--- config.mk ---
export PLATFORM = sky130hd
export DESIGN_NAME = fba_datapath
export DESIGN_NICKNAME = d
export VERILOG_FILES = /design/src/design/fba_pkg.sv /design/src/design/fba_datapath.sv
export SDC_FILE = /design/constraint.sdc
export NUM_CORES = 1
export LEC_CHECK = 0
export BUFFER_PORTS_ARGS = -buffer_cell sky130_fd_sc_hd__buf_2
export CAP_MARGIN = 10
export CORE_ASPECT_RATIO = 1.75
export CORE_UTILIZATION = 52
export DETAILED_ROUTE_END_ITERATION = 16
export PLACE_DENSITY = 0.73
export SYNTH_ARGS = -nofsm -noshare
export SYNTH_HDL_FRONTEND = slang
export SYNTH_SLANG_ARGS = --single-unit
--- constraint.sdc ---
create_clock -name clock -period 2.3 [get_ports clock]
set_input_delay 0.23 -clock clock [delete_from_list [all_inputs] [get_ports clock]]
set_output_delay 0.23 -clock clock [all_outputs]
set_load 0.005 [all_outputs]
--- src/design/fba_pkg.sv ---
// Shared constants, codes and control structs of the fixed block allocator.
`timescale 1ns / 1ps

package fba_pkg;

   // Default heap geometry
   localparam int HEAP_WORDS_DEF = 32;
   localparam int MAX_BLOCKS_DEF = 16;

   // Block size register: reset value and legal range
   localparam int BW_RESET = 8;
   localparam int BW_MIN   = 2;
   localparam int BW_MAX   = 32;

   // First payload word of block 0
   localparam int HEAP_BASE = 2;

   // Field widths
   localparam int OP_W    = 1;
   localparam int SIZE_W  = 6;
   localparam int ADDR_W  = 5;
   localparam int STAT_W  = 2;
   localparam int SPAN_W  = 5;
   localparam int BW_W    = 6;

   // Operation codes
   localparam logic [OP_W-1:0] OP_ALLOC = 1'b0;
   localparam logic [OP_W-1:0] OP_FREE  = 1'b1;

   // Result status codes
   typedef enum logic [STAT_W-1:0] {
      ST_OK        = 2'd0,
      ST_TOO_LARGE = 2'd1,
      ST_HEAP_FULL = 2'd2,
      ST_BAD_FREE  = 2'd3
   } status_type;

   // Controller to datapath commands
   typedef struct packed {
      logic       start;         // latch request, rewind the block walk
      logic       step;          // advance to the next block
      logic       commit_alloc;  // mark block used, grow top if needed
      logic       commit_free;   // mark block free
      logic       shrink_step;   // drop top by one block
      logic       rd_top;        // flag read at top-1 instead of walk index
      logic       set_status;
      status_type status;
      logic       load_rsp;      // move result into the output register
   } cmd_type;

   // Datapath to controller status
   typedef struct packed {
      logic oversize;     // request does not fit in a block payload
      logic alloc_stop;   // walk reached a free block, the top or the limit
      logic fit_ok;       // block at walk index fits in the heap
      logic free_stop;    // walk reached or passed the address, or the top
      logic free_ok;      // address names a block in use
      logic last_block;   // walk index is the highest block
      logic shrink_stop;  // top is zero or the block under it is in use
      logic rsp_busy;     // output register holds a result not yet taken
   } flags_type;

endpackage

--- src/design/fba_datapath.sv ---
// Allocator datapath: block flags, top count, block walk, size register, result register.
`timescale 1ns / 1ps

module fba_datapath #(
   parameter int HEAP_WORDS = fba_pkg::HEAP_WORDS_DEF,
   parameter int MAX_BLOCKS = fba_pkg::MAX_BLOCKS_DEF
) (
   input  logic                       clock,
   input  logic                       reset,
   input  fba_pkg::cmd_type           cmd,
   output fba_pkg::flags_type         flags,
   input  logic [fba_pkg::SIZE_W-1:0] req_size,
   input  logic [fba_pkg::ADDR_W-1:0] req_addr,
   input  logic                       csr_write,
   input  logic [fba_pkg::BW_W-1:0]   csr_data,
   input  logic                       rsp_ready,
   output logic                       rsp_valid,
   output logic [fba_pkg::ADDR_W-1:0] rsp_addr,
   output logic [fba_pkg::STAT_W-1:0] rsp_status,
   output logic [fba_pkg::SPAN_W-1:0] rsp_span
);

   localparam int K_W    = $clog2(MAX_BLOCKS + 1);
   localparam int IDX_W  = (MAX_BLOCKS > 1) ? $clog2(MAX_BLOCKS) : 1;
   localparam int BASE_W = $clog2(HEAP_WORDS + 2 * fba_pkg::BW_MAX) + 1;
   localparam int SUM_W  = BASE_W + 1;

   // Control state
   logic                      used_ff [MAX_BLOCKS];
   logic                      used_in [MAX_BLOCKS];
   logic [K_W-1:0]            top_ff, top_in;
   logic [fba_pkg::BW_W-1:0]  bw_ff, bw_in;
   logic                      rsp_valid_ff, rsp_valid_in;

   // Payload state
   logic [fba_pkg::SIZE_W-1:0] size_ff, size_in;
   logic [fba_pkg::ADDR_W-1:0] addr_ff, addr_in;
   logic [K_W-1:0]             k_ff, k_in;
   logic [BASE_W-1:0]          base_ff, base_in;
   logic [BASE_W-1:0]          res_addr_ff, res_addr_in;
   fba_pkg::status_type        stat_ff, stat_in;
   logic [fba_pkg::ADDR_W-1:0] rsp_addr_ff, rsp_addr_in;
   logic [fba_pkg::STAT_W-1:0] rsp_stat_ff, rsp_stat_in;
   logic [fba_pkg::SPAN_W-1:0] rsp_span_ff, rsp_span_in;

   logic [K_W-1:0]   rd_cnt;
   logic             used_rd;
   logic [SUM_W-1:0] block_end;

   // Single flag read port: walk index, or the block just under the top
   always_comb begin
      rd_cnt  = cmd.rd_top ? (top_ff - K_W'(1)) : k_ff;
      used_rd = (rd_cnt < K_W'(MAX_BLOCKS)) && used_ff[rd_cnt[IDX_W-1:0]];
   end

   // One past the last word of the block at the walk index
   assign block_end = SUM_W'(base_ff) + SUM_W'(bw_ff);

   // Status toward the controller
   always_comb begin
      flags.oversize    = size_ff >= bw_ff;
      flags.alloc_stop  = (k_ff == top_ff) || (k_ff == K_W'(MAX_BLOCKS)) || !used_rd;
      flags.fit_ok      = (k_ff < K_W'(MAX_BLOCKS)) &&
                          (block_end <= SUM_W'(HEAP_WORDS + 1));
      flags.free_stop   = (k_ff >= top_ff) || (base_ff >= BASE_W'(addr_ff));
      flags.free_ok     = (base_ff == BASE_W'(addr_ff)) && (k_ff < top_ff) && used_rd;
      flags.last_block  = (k_ff + K_W'(1)) == top_ff;
      flags.shrink_stop = (top_ff == '0) || used_rd;
      flags.rsp_busy    = rsp_valid_ff && !rsp_ready;
   end

   // Next-state logic
   always_comb begin
      used_in      = used_ff;
      top_in       = top_ff;
      bw_in        = bw_ff;
      size_in      = size_ff;
      addr_in      = addr_ff;
      k_in         = k_ff;
      base_in      = base_ff;
      res_addr_in  = res_addr_ff;
      stat_in      = stat_ff;
      rsp_addr_in  = rsp_addr_ff;
      rsp_stat_in  = rsp_stat_ff;
      rsp_span_in  = rsp_span_ff;
      rsp_valid_in = rsp_valid_ff && !rsp_ready;

      // Block size register, saturated, only while the heap is empty
      if (csr_write && top_ff == '0) begin
         if (csr_data < fba_pkg::BW_W'(fba_pkg::BW_MIN)) begin
            bw_in = fba_pkg::BW_W'(fba_pkg::BW_MIN);
         end else if (csr_data > fba_pkg::BW_W'(fba_pkg::BW_MAX)) begin
            bw_in = fba_pkg::BW_W'(fba_pkg::BW_MAX);
         end else begin
            bw_in = csr_data;
         end
      end

      if (cmd.start) begin
         size_in     = req_size;
         addr_in     = req_addr;
         k_in        = '0;
         base_in     = BASE_W'(fba_pkg::HEAP_BASE);
         res_addr_in = '0;
         stat_in     = fba_pkg::ST_OK;
      end

      if (cmd.step) begin
         k_in    = k_ff + K_W'(1);
         base_in = base_ff + BASE_W'(bw_ff);
      end

      if (cmd.commit_alloc) begin
         used_in[k_ff[IDX_W-1:0]] = 1'b1;
         res_addr_in = base_ff;
         if (k_ff == top_ff) begin
            top_in = top_ff + K_W'(1);
         end
      end

      if (cmd.commit_free) begin
         used_in[k_ff[IDX_W-1:0]] = 1'b0;
      end

      if (cmd.shrink_step) begin
         top_in = top_ff - K_W'(1);
      end

      if (cmd.set_status) begin
         stat_in = cmd.status;
      end

      // Result transfer into the output register
      if (cmd.load_rsp) begin
         rsp_valid_in = 1'b1;
         rsp_addr_in  = res_addr_ff[fba_pkg::ADDR_W-1:0];
         rsp_stat_in  = stat_ff;
         rsp_span_in  = fba_pkg::SPAN_W'(top_ff);
      end
   end

   // Control registers
   always_ff @(posedge clock) begin
      if (reset) begin
         used_ff      <= '{default: 1'b0};
         top_ff       <= '0;
         bw_ff        <= fba_pkg::BW_W'(fba_pkg::BW_RESET);
         rsp_valid_ff <= 1'b0;
      end else begin
         used_ff      <= used_in;
         top_ff       <= top_in;
         bw_ff        <= bw_in;
         rsp_valid_ff <= rsp_valid_in;
      end
   end

   // Payload registers
   always_ff @(posedge clock) begin
      size_ff     <= size_in;
      addr_ff     <= addr_in;
      k_ff        <= k_in;
      base_ff     <= base_in;
      res_addr_ff <= res_addr_in;
      stat_ff     <= stat_in;
      rsp_addr_ff <= rsp_addr_in;
      rsp_stat_ff <= rsp_stat_in;
      rsp_span_ff <= rsp_span_in;
   end

   assign rsp_valid  = rsp_valid_ff;
   assign rsp_addr   = rsp_addr_ff;
   assign rsp_status = rsp_stat_ff;
   assign rsp_span   = rsp_span_ff;

endmodule

==> results.json <==
{
  "status": "complete, but fails checks",
  "failed_checks": "setup timing",
  "r2r-end": "top_ff[4]$_SDFFE_PP0P_",
  "hold_buffers": 0,
  "root_buffer": "clkbuf_16",
  "cp_max_fo": 4,
  "n_fill_cell": 509,
  "area_growth_pct": 28.2,
  "clock_sinks": 71,
  "die_w_um": 66.4,
  "layout.nets": 490,
  "max_slew.worst_pin.slew_ps": 574,
  "firstDrtPassIters": 4,
  "yosysWarnings": 0,
  "antenna_found_initial": 0,
  "rsz0062_at_grt": "true",
  "hp-start": "req_addr[1]",
  "crit_arrival_ps": 2350,
  "crit_end": "flags[6]",
  "insertedDiodeCount": 0,
  "maxCapViolations": 0,
  "startpoint": "k_ff[0]$_SDFFCE_PN0P_",
  "ant_nets": 0,
  "cts_tree": "built",
  "final_cell_mix": "buf_2 (51), edfxtp_1 (43), buf_4 (34)",
  "routed_wl_um": 9250,
  "initial_core_util": 0.542,
  "initialDrtViolationCount": 219,
  "setup.worst_path.class": "reg2out",
  "fin_crit_ps": 2580,
  "regArea_mm2": 0.00186,
  "grt_pass1_wl_um": 14500,
  "rows": 40,
  "cp_num_cells": 7,
  "syn_area_mm2": 0.00377,
  "synthArstFlopShare": 0,
  "first_global_vias": 3074,
  "fin_worst_skew_ps": 4.22,
  "finalSetupViolCount": 5,
  "postSynthRegisterBits": 71,
  "grt_max_degree": 29,
  "dpl_cell_area_mm2": 0.00428,
  "leakagePower_uw": 0.00198,
  "io_buffers": 51,
  "setup_slack_ps": -283,
  "place.detailed.hpwl_um": 6660,
  "routabilityCongestion": 0.856,
  "endpoint_kind": "output pin",
  "final-hold-violation-count": 0,
  "core_area_mm2": 0.00696,
  "min_path_type": "in2reg",
  "critPathTopFamily": "simple AND/OR/NAND/NOR gates",
  "layout_commonest_cell": "buf_2",
  "htreeDepth": 3,
  "critPathMaxStageDelay_ps": 410,
  "numCtsBuffers": 9,
  "syn_area_per_cell_um2": 10.8,
  "avgRoutedWirePerCell_um": 17.9,
  "slew_viol_final": 0,
  "io_pins": 52,
  "drive_gt1_frac": 0.346,
  "vdd_ir_drop_max_mv": 0.608,
  "required_ps": 2070,
  "r2r_setup_slack_ps": 140,
  "die_h_um": 115,
  "p_per_area_mw_per_mm2": 845,
  "cp_slowest_cell": "or4_1",
  "netlist_instances": 350,
  "startpoint_type": "register",
  "path_cells": "and2b_4 > or2_4 > mux4_2 > nand2_1 > a31o_1 > or4_1 > buf_2",
  "vias": 3019,
  "dieArea_mm2": 0.00761,
  "ys_types": 49,
  "clk_latency_ps": 340,
  "post-route-util": 0.695,
  "critPathBufInv": 1,
  "fin_area_mm2": 0.00483,
  "max_clock_freq_ghz": 0.387,
  "grt_overflow": 0,
  "clockBufferDepth": 2,
  "period_share": 1.12,
  "ys.flop_type": "edfxtp_1",
  "slew_headroom": 0.618,
  "multi_input_area_mm2": 0.00196,
  "clkTransAtPathRegs_ps": 60,
  "vias_per_cell": 5.83,
  "track_usage": 0.266,
  "drc": 0,
  "reg2reg_depth": 8,
  "r2r_start": "top_ff[2]$_SDFFE_PP0P_",
  "syn-num-nets": 411,
  "seq_area_frac_synth": 0.491,
  "synth_edf_count": 43
}
-- synth_stat cells, types with 4 or more instances --
cell,n,area share
edfxtp_1,43,0.34
nor2_1,32,0.032
ha_1,29,0.096
dfxtp_1,28,0.15
inv_1,21,0.021
a311oi_1,16,0.037
a31oi_1,16,0.027
a21oi_1,15,0.020
and2_1,14,0.023
clkbuf_1,13,0.013
nand2_1,11,0.011
o21ai_0,11,0.015
xnor2_1,11,0.026
nand2b_1,7,0.012
nor2b_1,7,0.012
nand3_1,6,0.0080
xor2_1,6,0.014
a21o_1,5,0.010
mux2i_1,5,0.013
a211oi_1,4,0.0080
and3_1,4,0.0066
-- cell type report --
| cell class | instances | share of cell area |
|---|---|---|
| tap | 84 | 0.0217 |
| timing repair buffer | 87 | 0.110 |
| clock buffer | 9 | 0.0466 |
| clock inverter | 7 | 0.0150 |
| inverter | 22 | 0.0173 |
| sequential | 71 | 0.384 |
| multi-input combinational | 238 | 0.405 |
-- registers in the layout, indices dropped and copies added, names as in the netlist --
name and cells:
rsp_valid 1, rsp_status 2, k_ff 5, addr_ff 5
base_ff 8, rsp_span 5, size_ff 6, bw_ff 6
used_ff 16, res_addr_ff 5, top_ff 5, rsp_addr 5
stat_ff 2
-- worst register-to-register path, delay by kind of cell, from the launching register on --
kind / cells / cell delay [ps]
AND/OR/NAND/NOR: 4 / 820
flip-flops: 1 / 390
adder cells (fa/ha/maj): 1 / 290
AO/OA/AOI/OAI: 1 / 250
XOR/XNOR: 1 / 150
buffers and inverters: 1 / 130
-- logic make-up (layout without fill, tap and decap cells) --
logic type,after synthesis,count (layout),synth area share
simple gates,106,106,0.152
xor+xnor,17,17,0.0395
mux,9,9,0.0362
fa+ha+maj,30,30,0.102
buf+inv,41,125,0.0435
compound gates,76,76,0.136
flops,71,71,0.491
-- power breakdown --
| part | switching [uW] | internal, uW |
|---|---|---|
| clock | 542 | 840 |
| sequential | 76.8 | 1490 |
| combinational | 590 | 546 |
-- stage by stage --
stage	hold WS (ps)	TNS (ps)	power [uW]	instances	setup WS (ps)
finish	63.2	-928	4080	518	-283
global route	54.9	-1390	4270	518	-358
floorplan	329	0	2160	350	14.2
global placement	402	0	2500	497	7.02
CTS	53.5	-978	4010	517	-257
detailed placement	407	-8.95	2540	497	-8.95
-- worst min path at each step --
stage / to / slack (ps) / cells after the start
floorplan: addr_ff[0]$_DFFE_PP_ / 330 / 0
global placement: rsp_status[0]$_DFFE_PP_ / 400 / 0
detailed placement: rsp_status[0]$_DFFE_PP_ / 410 / 0
CTS: size_ff[3]$_DFFE_PP_ / 50 / 1
global route: size_ff[4]$_DFFE_PP_ / 50 / 1
finish: addr_ff[1]$_DFFE_PP_ / 60 / 1
-- per-layer routing --
metal  routed length [um]  track usage
met1                 3200        0.258
met2                 5220        0.495
met5                    0            0
met3                  363       0.0608
met4                  467        0.148
-- what timing repair did --
| action | in CTS | in global routing |
|---|---|---|
| resized for setup | 27 | 23 |
| pin swaps | 11 | 19 |
| setup buffers | 4 | 1 |
| setup endpoints to repair | 6 | 8 |
Note: power is estimated with default switching activity, not from simulation.
