[src/design/fba_pkg.sv]
// Shared constants, codes and control structs of the fixed block allocator.
`timescale 1ns / 1ps

package fba_pkg;

   // Default heap geometry
   localparam int HEAP_WORDS_DEF = 32;
   localparam int MAX_BLOCKS_DEF = 16;

   // Block size register: reset value and legal range
   localparam int BW_RESET = 8;
   localparam int BW_MIN   = 2;
   localparam int BW_MAX   = 32;

   // First payload word of block 0
   localparam int HEAP_BASE = 2;

   // Field widths
   localparam int OP_W    = 1;
   localparam int SIZE_W  = 6;
   localparam int ADDR_W  = 5;
   localparam int STAT_W  = 2;
   localparam int SPAN_W  = 5;
   localparam int BW_W    = 6;

   // Operation codes
   localparam logic [OP_W-1:0] OP_ALLOC = 1'b0;
   localparam logic [OP_W-1:0] OP_FREE  = 1'b1;

   // Result status codes
   typedef enum logic [STAT_W-1:0] {
      ST_OK        = 2'd0,
      ST_TOO_LARGE = 2'd1,
      ST_HEAP_FULL = 2'd2,
      ST_BAD_FREE  = 2'd3
   } status_type;

   // Controller to datapath commands
   typedef struct packed {
      logic       start;         // latch request, rewind the block walk
      logic       step;          // advance to the next block
      logic       commit_alloc;  // mark block used, grow top if needed
      logic       commit_free;   // mark block free
      logic       shrink_step;   // drop top by one block
      logic       rd_top;        // flag read at top-1 instead of walk index
      logic       set_status;
      status_type status;
      logic       load_rsp;      // move result into the output register
   } cmd_type;

   // Datapath to controller status
   typedef struct packed {
      logic oversize;     // request does not fit in a block payload
      logic alloc_stop;   // walk reached a free block, the top or the limit
      logic fit_ok;       // block at walk index fits in the heap
      logic free_stop;    // walk reached or passed the address, or the top
      logic free_ok;      // address names a block in use
      logic last_block;   // walk index is the highest block
      logic shrink_stop;  // top is zero or the block under it is in use
      logic rsp_busy;     // output register holds a result not yet taken
   } flags_type;

endpackage

[src/design/fba_controller.sv]
// Allocator control state machine: block walk, commit, top shrink, result hand-off.
`timescale 1ns / 1ps

module fba_controller (
   input  logic                     clock,
   input  logic                     reset,
   input  logic                     req_valid,
   input  logic [fba_pkg::OP_W-1:0] req_op,
   output logic                     req_ready,
   input  fba_pkg::flags_type       flags,
   output fba_pkg::cmd_type         cmd
);

   typedef enum logic [2:0] {
      S_IDLE,
      S_ALLOC_SCAN,
      S_FREE_SCAN,
      S_SHRINK,
      S_DONE
   } state_type;

   state_type state_ff, state_in;

   // Next state and commands
   always_comb begin
      state_in  = state_ff;
      cmd       = '0;
      cmd.status = fba_pkg::ST_OK;
      req_ready = 1'b0;

      case (state_ff)
         S_IDLE: begin
            req_ready = 1'b1;
            if (req_valid) begin
               cmd.start = 1'b1;
               state_in  = (req_op == fba_pkg::OP_FREE) ? S_FREE_SCAN : S_ALLOC_SCAN;
            end
         end

         S_ALLOC_SCAN: begin
            if (flags.oversize) begin
               cmd.set_status = 1'b1;
               cmd.status     = fba_pkg::ST_TOO_LARGE;
               state_in       = S_DONE;
            end else if (flags.alloc_stop) begin
               if (flags.fit_ok) begin
                  cmd.commit_alloc = 1'b1;
               end else begin
                  cmd.set_status = 1'b1;
                  cmd.status     = fba_pkg::ST_HEAP_FULL;
               end
               state_in = S_DONE;
            end else begin
               cmd.step = 1'b1;
            end
         end

         S_FREE_SCAN: begin
            if (flags.free_stop) begin
               if (flags.free_ok) begin
                  cmd.commit_free = 1'b1;
                  state_in        = flags.last_block ? S_SHRINK : S_DONE;
               end else begin
                  cmd.set_status = 1'b1;
                  cmd.status     = fba_pkg::ST_BAD_FREE;
                  state_in       = S_DONE;
               end
            end else begin
               cmd.step = 1'b1;
            end
         end

         // Lower the top past trailing free blocks, one per cycle
         S_SHRINK: begin
            cmd.rd_top = 1'b1;
            if (flags.shrink_stop) begin
               state_in = S_DONE;
            end else begin
               cmd.shrink_step = 1'b1;
            end
         end

         S_DONE: begin
            if (!flags.rsp_busy) begin
               cmd.load_rsp = 1'b1;
               state_in     = S_IDLE;
            end
         end

         default: begin
            state_in = S_IDLE;
         end
      endcase
   end

   always_ff @(posedge clock) begin
      if (reset) begin
         state_ff <= S_IDLE;
      end else begin
         state_ff <= state_in;
      end
   end

endmodule

[config.mk]
export PLATFORM = sky130hd
export DESIGN_NAME = fba_controller
export DESIGN_NICKNAME = d
export VERILOG_FILES = /design/src/design/fba_pkg.sv /design/src/design/fba_controller.sv
export SDC_FILE = /design/constraint.sdc
export NUM_CORES = 1
export LEC_CHECK = 0
export ABC_CLOCK_PERIOD_IN_PS = 4300
export BUFFER_PORTS_ARGS = -buffer_cell sky130_fd_sc_hd__buf_4
export CAP_MARGIN = 20
export CORE_AREA = 2 2 39 41
export DETAILED_ROUTE_END_ITERATION = 8
export DIE_AREA = 0 0 41 43
export GPL_TIMING_DRIVEN = 0
export PLACE_DENSITY_LB_ADDON = 0.3
export SYNTH_ARGS = -nofsm -noshare
export SYNTH_HDL_FRONTEND = slang
export SYNTH_SLANG_ARGS = --single-unit
[constraint.sdc]
create_clock -name clock -period 4.3 [get_ports clock]
set_clock_uncertainty 0.15 [all_clocks]
set_input_delay 0.43 -clock clock [delete_from_list [all_inputs] [get_ports clock]]
set_output_delay 0.43 -clock clock [all_outputs]
set_load 0.01 [all_outputs]
==> results of run 1 <==
[critical path: cells and delay by family, from the launching register on]
family	cells	cell delay [ns]
compound gates	1	0.24
buf+inv	1	0.16
flops	1	0.40
simple gates	1	0.47
[cell usage after synthesis]
cell      count  share of area (%)
nor2_1        5                5.3
dfxtp_1       3                 17
or4b_1        3                8.5
buf_6         2                6.3
inv_1         2                2.1
nand2_1       2                2.1
nand3_1       2                2.8
nor4bb_1      2                5.6
o21ai_0       2                2.8
a211o_1       1                2.5
a21oi_1       1                1.4
a21oi_2       1                2.5
a32oi_1       1                2.5
and2_1        1                1.8
and2_2        1                2.1
and2b_2       1                2.5
and3_1        1                1.8
clkbuf_8      1                3.9
nor2_2        1                1.8
nor3_1        1                1.4
nor3b_1       1                2.1
nor4_1        1                1.8
nor4b_1       1                2.5
o21ai_1       1                1.4
o21ba_2       1                2.8
o22ai_1       1                1.8
o31ai_1       1                2.1
o32ai_1       1                2.5
or2b_2        1                2.5
or3_1         1                1.8
or3b_2        1                2.5
[logic make-up after synthesis]
logic type | share of synthesized area, %
AND/OR/NAND/NOR | 48.6
AO/OA/AOI/OAI | 22.2
buffers and inverters | 12.3
flip-flops | 16.9
[stage by stage]
stage	setup slack [ns]	instances	utilization, %	hold WS (ns)
finish	2.21	87	41.0	0.255
global route	2.15	87	41.0	0.267
CTS	2.22	87	41.0	0.243
detailed placement	2.26	83	39.1	0.495
global placement	2.27	83	39.1	0.498
floorplan	2.53	45	-	0.383
[final cells by class]
type	count	area (um^2)	share of cell area [%]
Buffer	3	36.3	6.40
Clock buffer	4	26.3	4.64
Inverter	2	7.51	1.32
Multi-Input combinational cell	37	251	44.4
Sequential cell	3	60.1	10.6
Tap cell	16	20.0	3.53
Timing Repair Buffer	22	165	29.1
[final timing paths]
kind | start | endpoint | slack, ns | depth (start not counted)
worst max-delay path | state_ff[0] | cmd[8] | 2.21 | 3
worst min-delay path | reset | state_ff[1] | 0.25 | 2
worst max register to register | state_ff[0] | state_ff[1] | 2.53 | 5
worst min register to register | state_ff[1] | state_ff[1] | 0.59 | 3
[metal layers]
| layer | wire length (um) | track usage, % | vias to the layer above |
|---|---|---|---|
| li1 | - | - | 222 |
| met1 | 447 | 13.4 | 190 |
| met2 | 499 | 19.7 | 10 |
| met3 | 54 | 3.14 | 0 |
| met4 | 0 | 8.00 | 0 |
| met5 | 0 | 0 | - |
[report_power, final]
group | switching, W | total [W] | leakage [nW] | internal (W)
Clock | 0.0000161 | 0.0000509 | 0.0150 | 0.0000349
Combinational | 0.0000841 | 0.000174 | 0.218 | 0.0000897
Sequential | 0.00000854 | 0.0000455 | 0.0246 | 0.0000369
[cell usage in the layout, fill, tap and decap left out, drive strengths merged, types with 2 or more instances in the layout]
cell and instances:
dfxtp 3, and2 2, inv 2, buf 24, o21ai 3, clkbuf 5, or4b 3, nor2 6
nand3 2, nor4bb 2, nand2 2, a21oi 2
==> flow_summary_export.csv, run 1 <==
group,metric,value,unit
floorplan,core,1380,um^2
timing,slew_headroom,73.8,%
timing,setup_viol,0,
clock_network,cts_buffers,3,
setup_path,crit_chain,"or4b_1 > a21oi_2 > buf_4",
routing,vias,422,
clock_network,clk_pin_slew,0.04,ns
place,gp_congestion,0.793,
clock_network,cts_hold_buffers,0,
grt,grt_pass1_wl,1.48,mm
power,p_total,0.000270,W
power,p_per_area,477,nW/um^2
routing,drtIter0Drc,5,
final_layout,nFillCells,150,
timing,slew_viol_final,0,
grt,grt_usage,12.3,%
power,vdd_drop_max,0.181,mV
setup_path,start_kind,"register",
final_layout,area_growth,59.5,%
routing,first_pass_iters,4,
power,leakage,0.257,nW
yosys,ys_ff_latch,3,
final_layout,finalNetCount,84,
yosys,synth.avg_cell_area,7.90,um^2
final_layout,largestRegisters,"state_ff: 3 flops",
min_path,hold_class,"input pin to register",
final_layout,top_register,"state_ff",
routing,ant_nets,0,
grt,grt_overflow_total,0,
setup_path,critPathKind,"register to output pin",
final_layout,fin_area,567,um^2
timing,rsz0062_at_grt,"no",
clock_network,clockBufferDepth,2,
clock_network,cts_root_buf,"clkbuf_4",
run,maxCapViolations,0,
setup_path,crit_fanout,5,
timing,period_share,48.5,%
yosys,synthesis.area,355,um^2
grt,first_global_vias,392,
floorplan,ios,23,
setup_path,critPathCaptureType,"output pin",
routing,route.detailed.drc,0,
setup_path,crit_path_top_delay_cell,"or4b_1",
clock_network,cts_tree,"yes",
timing,setup-tns-final,0,ns
routing,wl,1.00,mm
clock_network,cts.sinks,3,
yosys,syn_nets,57,
final_layout,n_antenna_cell,0,
timing,tightest_slew,0.388,ns
setup_path,crit_required,3.72,ns
clock_network,post-cts-setup-buffers,0,
final_layout,drive_gt1_share,49.3,%
routing,wl_per_cell,11.5,um
timing,period_needed,2.09,ns
floorplan,fp-row-count,14,
clock_network,clkLatencyLatePin,0.24,ns
timing,hold_violations,0,
timing,max_freq,479,MHz
grt,grt_max_degree,11,
final_layout,largest_reg_flops,3,
floorplan,die_area,1760,um^2
clock_network,ctsHtreeMaxLevel,1,
setup_path,arrival,1.51,ns
yosys,yosys_warnings,0,
grt,antenna_found_initial,0,
place,port_buffers,22,
routing,routed_via_density,4.85,
place,dpl_cell_area,541,um^2
floorplan,floorplan.initialDensity,25.7,%
floorplan,dieHeight,43,um
setup_path,slowest_delay,0.47,ns
yosys,yosysUniqueCellTypes,31,
place,dp_hpwl,771,um
floorplan,die_w,41,um
outcome,status,"complete, no violations",
yosys,syn_inst,45,
yosys,seq_area_frac_synth,16.9,%
clock_network,ctsResizeCount,0,
Note: power is estimated with default switching activity, not from simulation.
==> inputs of run 2 (changes only) <==
- ABC_CLOCK_PERIOD_IN_PS: 4300 -> 1750
- clock period: 4.3 -> 1.75 ns (I/O delays scaled with it)
==> flow_summary_export.csv, run 2 (synthesis results as in run 1) <==
group,metric,value,unit
timing,setup-tns-final,0,ns
grt,grt_usage,12.5,%
timing,slew_viol_final,0,
power,p_per_area,1160,nW/um^2
grt,grt_overflow_total,0,
timing,max_freq,573,MHz
routing,route.detailed.drc,0,
place,placed_cells,83,
setup_path,slowest_delay,0.52,ns
run,maxCapViolations,0,
grt,grt_max_degree,11,
clock_network,clockBufferDepth,2,
floorplan,dieHeight,43,um
min_path,hold_class,"input pin to register",
outcome,status,"complete, no violations",
timing,period_share,99.8,%
floorplan,floorplan.initialDensity,25.7,%
final_layout,fin_area,631,um^2
setup_path,critPathKind,"register to register",
clock_network,cts_buffers,3,
grt,grt_pass1_wl,1.50,mm
final_layout,largest_reg_flops,3,
grt,first_global_vias,397,
place,dp_hpwl,771,um
floorplan,die_w,41,um
setup_path,crit_chain,"buf_6 > nor4bb_1 > a211o_1 > or4b_1 > o31ai_1",
final_layout,drive_gt1_share,61.3,%
clock_network,cts_tree,"yes",
final_layout,area_growth,77.5,%
min_path,hp-start,"req_op",
routing,wl,1.13,mm
setup_path,r2r-start,"state_ff[2]",
floorplan,core,1380,um^2
clock_network,ctsHtreeMaxLevel,1,
place,dpl_cell_area,541,um^2
setup_path,r2r_end,"state_ff[1]",
routing,routed_via_density,4.84,
timing,holdWs,0.170,ns
setup_path,critPathCaptureType,"register",
final_layout,largestRegisters,"state_ff: 3 flops",
setup_path,rr_worst_depth,5,
min_path,whs_endpoint,"state_ff[0]",
power,vdd_drop_max,0.473,mV
routing,vias,440,
timing,hold_violations,0,
final_layout,top_register,"state_ff",
setup_path,arrival,1.75,ns
routing,first_pass_iters,2,
timing,tightest_slew,0.372,ns
timing,slew_headroom,74.9,%
final_layout,layout_common_cells,"buf_4 (25), nor2_1 (4), or4b_1 (3), clkbuf_4 (3), dfxtp_2 (3)",
timing,period_needed,1.75,ns
clock_network,clk_pin_slew,0.04,ns
final_layout,layout_commonest_cell,"buf_4",
final_layout,finalNetCount,88,
routing,wl_per_cell,12.4,um
final_layout,stdcell_count,91,
routing,ant_nets,0,
final_layout,nFillCells,145,
final_layout,final_util,45.6,%
setup_path,crit_required,1.75,ns
setup_path,reg2reg_slack,0.003,ns
timing,rsz0062_at_grt,"yes",
routing,drtIter0Drc,3,
grt,antenna_found_initial,0,
floorplan,fp-row-count,14,
floorplan,ios,23,
setup_path,crit_path_top_delay_cell,"or4b_1",
floorplan,die_area,1760,um^2
clock_network,cts.sinks,3,
timing,setup_viol,0,
setup_path,crit_fanout,8,
setup_path,start_kind,"register",
final_layout,n_antenna_cell,0,
clock_network,clkLatencyLatePin,0.25,ns
power,leakage,0.285,nW
clock_network,cts_root_buf,"clkbuf_4",
place,gp_congestion,0.793,
place,port_buffers,22,
min_path,whs_path_depth,4,
==> run 2: cell types whose count changed in the layout (fill, tap and decap cells not counted), sizes merged <==
cell / change
dlygate4sd3: +1
buf: +3
==> run 2: stage by stage <==
step	power, W	setup slack, ns
2_1_floorplan	0.000385	0.0954
3_3_place_gp	0.000534	0.0169
3_5_place_dp	0.000539	-0.000542
4_1_cts	0.000690	0.00908
5_1_grt	0.000782	-0.0597
6_report	0.000730	0.00349
==> run 2: where the power goes <==
group	internal (W)	switching (W)
registers	0.0000955	0.0000207
clock network	0.0000861	0.0000472
logic	0.000253	0.000227
==> run 2: what timing repair did <==
item,4_1_cts,5_1_grt
hold buffers,1,0
pin swaps,1,2
resized for setup,2,6
endpoints found under the hold margin,1,0
buffers inserted,1,2
endpoints found under the setup margin,4,6
==> run 2: how the worst max path moves through the flow <==
stage,startpoint,endpoint,cells past startpoint
6_report,state_ff[2],state_ff[1],5
2_1_floorplan,state_ff[1],state_ff[1],5
3_3_place_gp,state_ff[0],state_ff[1],5
4_1_cts,state_ff[1],cmd[8],3
3_5_place_dp,state_ff[0],state_ff[1],5
5_1_grt,state_ff[0],cmd[3],5
==> run 2: critical path, delay by kind of cell, from the launching register on <==
family,cells,cell delay (ns)
simple gates,2,0.66
compound gates,2,0.40
flops,1,0.32
buf+inv,1,0.13
==> run 2: layout make-up <==
class | count | area, um^2 | area share (%)
Buffer | 3 | 36.3 | 5.75
Clock buffer | 4 | 26.3 | 4.17
Inverter | 2 | 7.51 | 1.19
Multi-Input combinational cell | 37 | 279 | 44.2
Sequential cell | 3 | 63.8 | 10.1
Tap cell | 16 | 20.0 | 3.17
Timing Repair Buffer | 26 | 198 | 31.3
==> run 2: per-layer routing <==
metal / up-vias / wire (um) / GRT usage (%)
li1: 230 / - / -
met1: 194 / 460 / 12.7
met2: 14 / 593 / 20.9
met3: 2 / 67 / 3.14
met4: 0 / 10 / 8.00
met5: - / 0 / 0
==> inputs of run 3 (changes only) <==
- CELL_PAD_IN_SITES_DETAIL_PLACEMENT: default -> 1
- CELL_PAD_IN_SITES_GLOBAL_PLACEMENT: default -> 1
- CORE_AREA: 2 2 39 41 -> default
- CORE_UTILIZATION: default -> 23
- DIE_AREA: 0 0 41 43 -> default
==> flow_summary_export.csv, run 3 (synthesis results as in run 1) <==
group,metric,value,unit
outcome,status,"complete, but fails checks",
outcome,violations,"setup timing",
place,port_buffers,22,
routing,vias,468,
grt,first_global_vias,392,
clock_network,clk_pin_slew,0.04,ns
clock_network,ctsHtreeMaxLevel,1,
final_layout,final_util,49.3,%
final_layout,top_register,"state_ff",
floorplan,die_area,1710,um^2
run,maxCapViolations,0,
place,dp_slack,0.0148,ns
routing,ant_nets,0,
power,intPower,0.000491,W
clock_network,cts_buffers,3,
place,dpl_cell_area,539,um^2
timing,hold_violations,0,
final_layout,n_antenna_cell,0,
place,dp_hpwl,838,um
timing,setup_ws,-0.00626,ns
timing,period_share,100,%
grt,grt_overflow_total,0,
routing,route.met2.wl,567,um
final_layout,nFillCells,183,
setup_path,crit_fanout,6,
clock_network,cts_root_buf,"clkbuf_4",
grt,grt_usage,15.7,%
setup_path,crit_required,1.42,ns
timing,period_needed,1.76,ns
place,gp_congestion,0.739,
routing,route.met3.wl,46,um
clock_network,cts_tree,"yes",
min_path,hold_class,"input pin to register",
power,p_sw,0.000310,W
final_layout,layout_common_cells,"buf_4 (26), nor2_1 (5), buf_6 (4), clkbuf_4 (3)",
final_layout,drive_gt1_share,61.5,%
final_layout,area_growth,89.4,%
floorplan,dieHeight,41.3,um
setup_path,start_kind,"register",
routing,routed_via_density,5.03,
routing,wirelength_met1,609,um
power,power.share.switching,38.7,%
timing,holdWs,0.170,ns
clock_network,clockBufferDepth,2,
clock_network,cts.sinks,3,
timing,setup-tns-final,-0.00626,ns
setup_path,arrival,1.43,ns
grt,grt_pass1_wl,1.66,mm
timing,rsz0062_at_grt,"yes",
final_layout,largestRegisters,"state_ff: 3 flops",
floorplan,fp-row-count,13,
timing,setup_viol,1,
grt,grt_max_degree,11,
final_layout,largest_reg_flops,3,
floorplan,floorplan.initialDensity,26.0,%
power,vdd_drop_max,0.406,mV
power,comb_power_share,69.2,%
routing,wl,1.25,mm
grt,antenna_found_initial,0,
clock_network,clkLatencyLatePin,0.24,ns
floorplan,ios,23,
timing,slew_viol_final,0,
floorplan,die_w,41.3,um
power,clock_power_share,15.9,%
timing,max_freq,569,MHz
routing,drtIter0Drc,3,
routing,top_layer_used,"met4",
timing,tightest_slew,0.391,ns
final_layout,finalNetCount,91,
final_layout,layout_commonest_cell,"buf_4",
power,p_per_area,1190,nW/um^2
setup_path,critPathKind,"register to output pin",
setup_path,critPathCaptureType,"output pin",
power,pwr-share-seq,15.0,%
timing,slew_headroom,73.6,%
routing,wl_per_cell,13.4,um
routing,route.detailed.drc,0,
floorplan,core,1370,um^2
final_layout,fin_area,673,um^2
routing,first_pass_iters,2,
power,leakage,0.306,nW
[run 3: final cells by class]
type	instances	area (um^2)	share of cell area [%]
multi-input cells	37	290	43.1
repair buffers	29	228	33.8
flip-flops and latches	3	65.1	9.67
plain buffers	3	37.5	5.58
clock buffers	4	26.3	3.90
well taps	15	18.8	2.79
inverters	2	7.51	1.12
[run 3: worst paths after layout]
kind,depth (start not counted),from,endpoint,slack (ns)
max,5,state_ff[0],cmd[3],-0.006
min,4,req_op,state_ff[0],0.17
max reg2reg,5,state_ff[1],state_ff[0],0
min reg2reg,2,state_ff[0],state_ff[2],0.52
[run 3: stage by stage]
stage	total power [W]	cells
2_1_floorplan	0.000385	45
6_report	0.000801	93
5_1_grt	0.000876	93
4_1_cts	0.000734	91
3_5_place_dp	0.000541	82
3_3_place_gp	0.000539	82
[run 3: power groups by stage]
| stage | Combinational, W | Sequential (W) | Clock [W] |
|---|---|---|---|
| after detailed placement | 0.000430 | 0.000111 | 0 |
| final | 0.000554 | 0.000120 | 0.000127 |
| after global placement | 0.000428 | 0.000111 | 0 |
| after global routing | 0.000610 | 0.000123 | 0.000143 |
| after floorplan | 0.000279 | 0.000106 | 0 |
| after CTS | 0.000493 | 0.000112 | 0.000129 |
[run 3: repair_timing]
item	4_1_cts	5_1_grt
pin swaps	2	6
hold buffers	1	0
resized for setup	4	9
setup endpoints to repair	3	7
hold endpoints to repair	1	0
setup buffers	4	3
[run 3: critical path, stage by stage, from the launching register on]
cell	delay (ns)
dfxtp_4	0.36
buf_6	0.13
and2b_2	0.24
a32oi_2	0.21
o22ai_1	0.11
buf_4	0.15
[run 3: routing by layer]
metal | vias to the layer above | global-route usage, %
li1 | 239 | -
met1 | 215 | 20.1
met2 | 12 | 22.7
met3 | 2 | 3.19
met4 | 0 | 12.1
met5 | - | 0
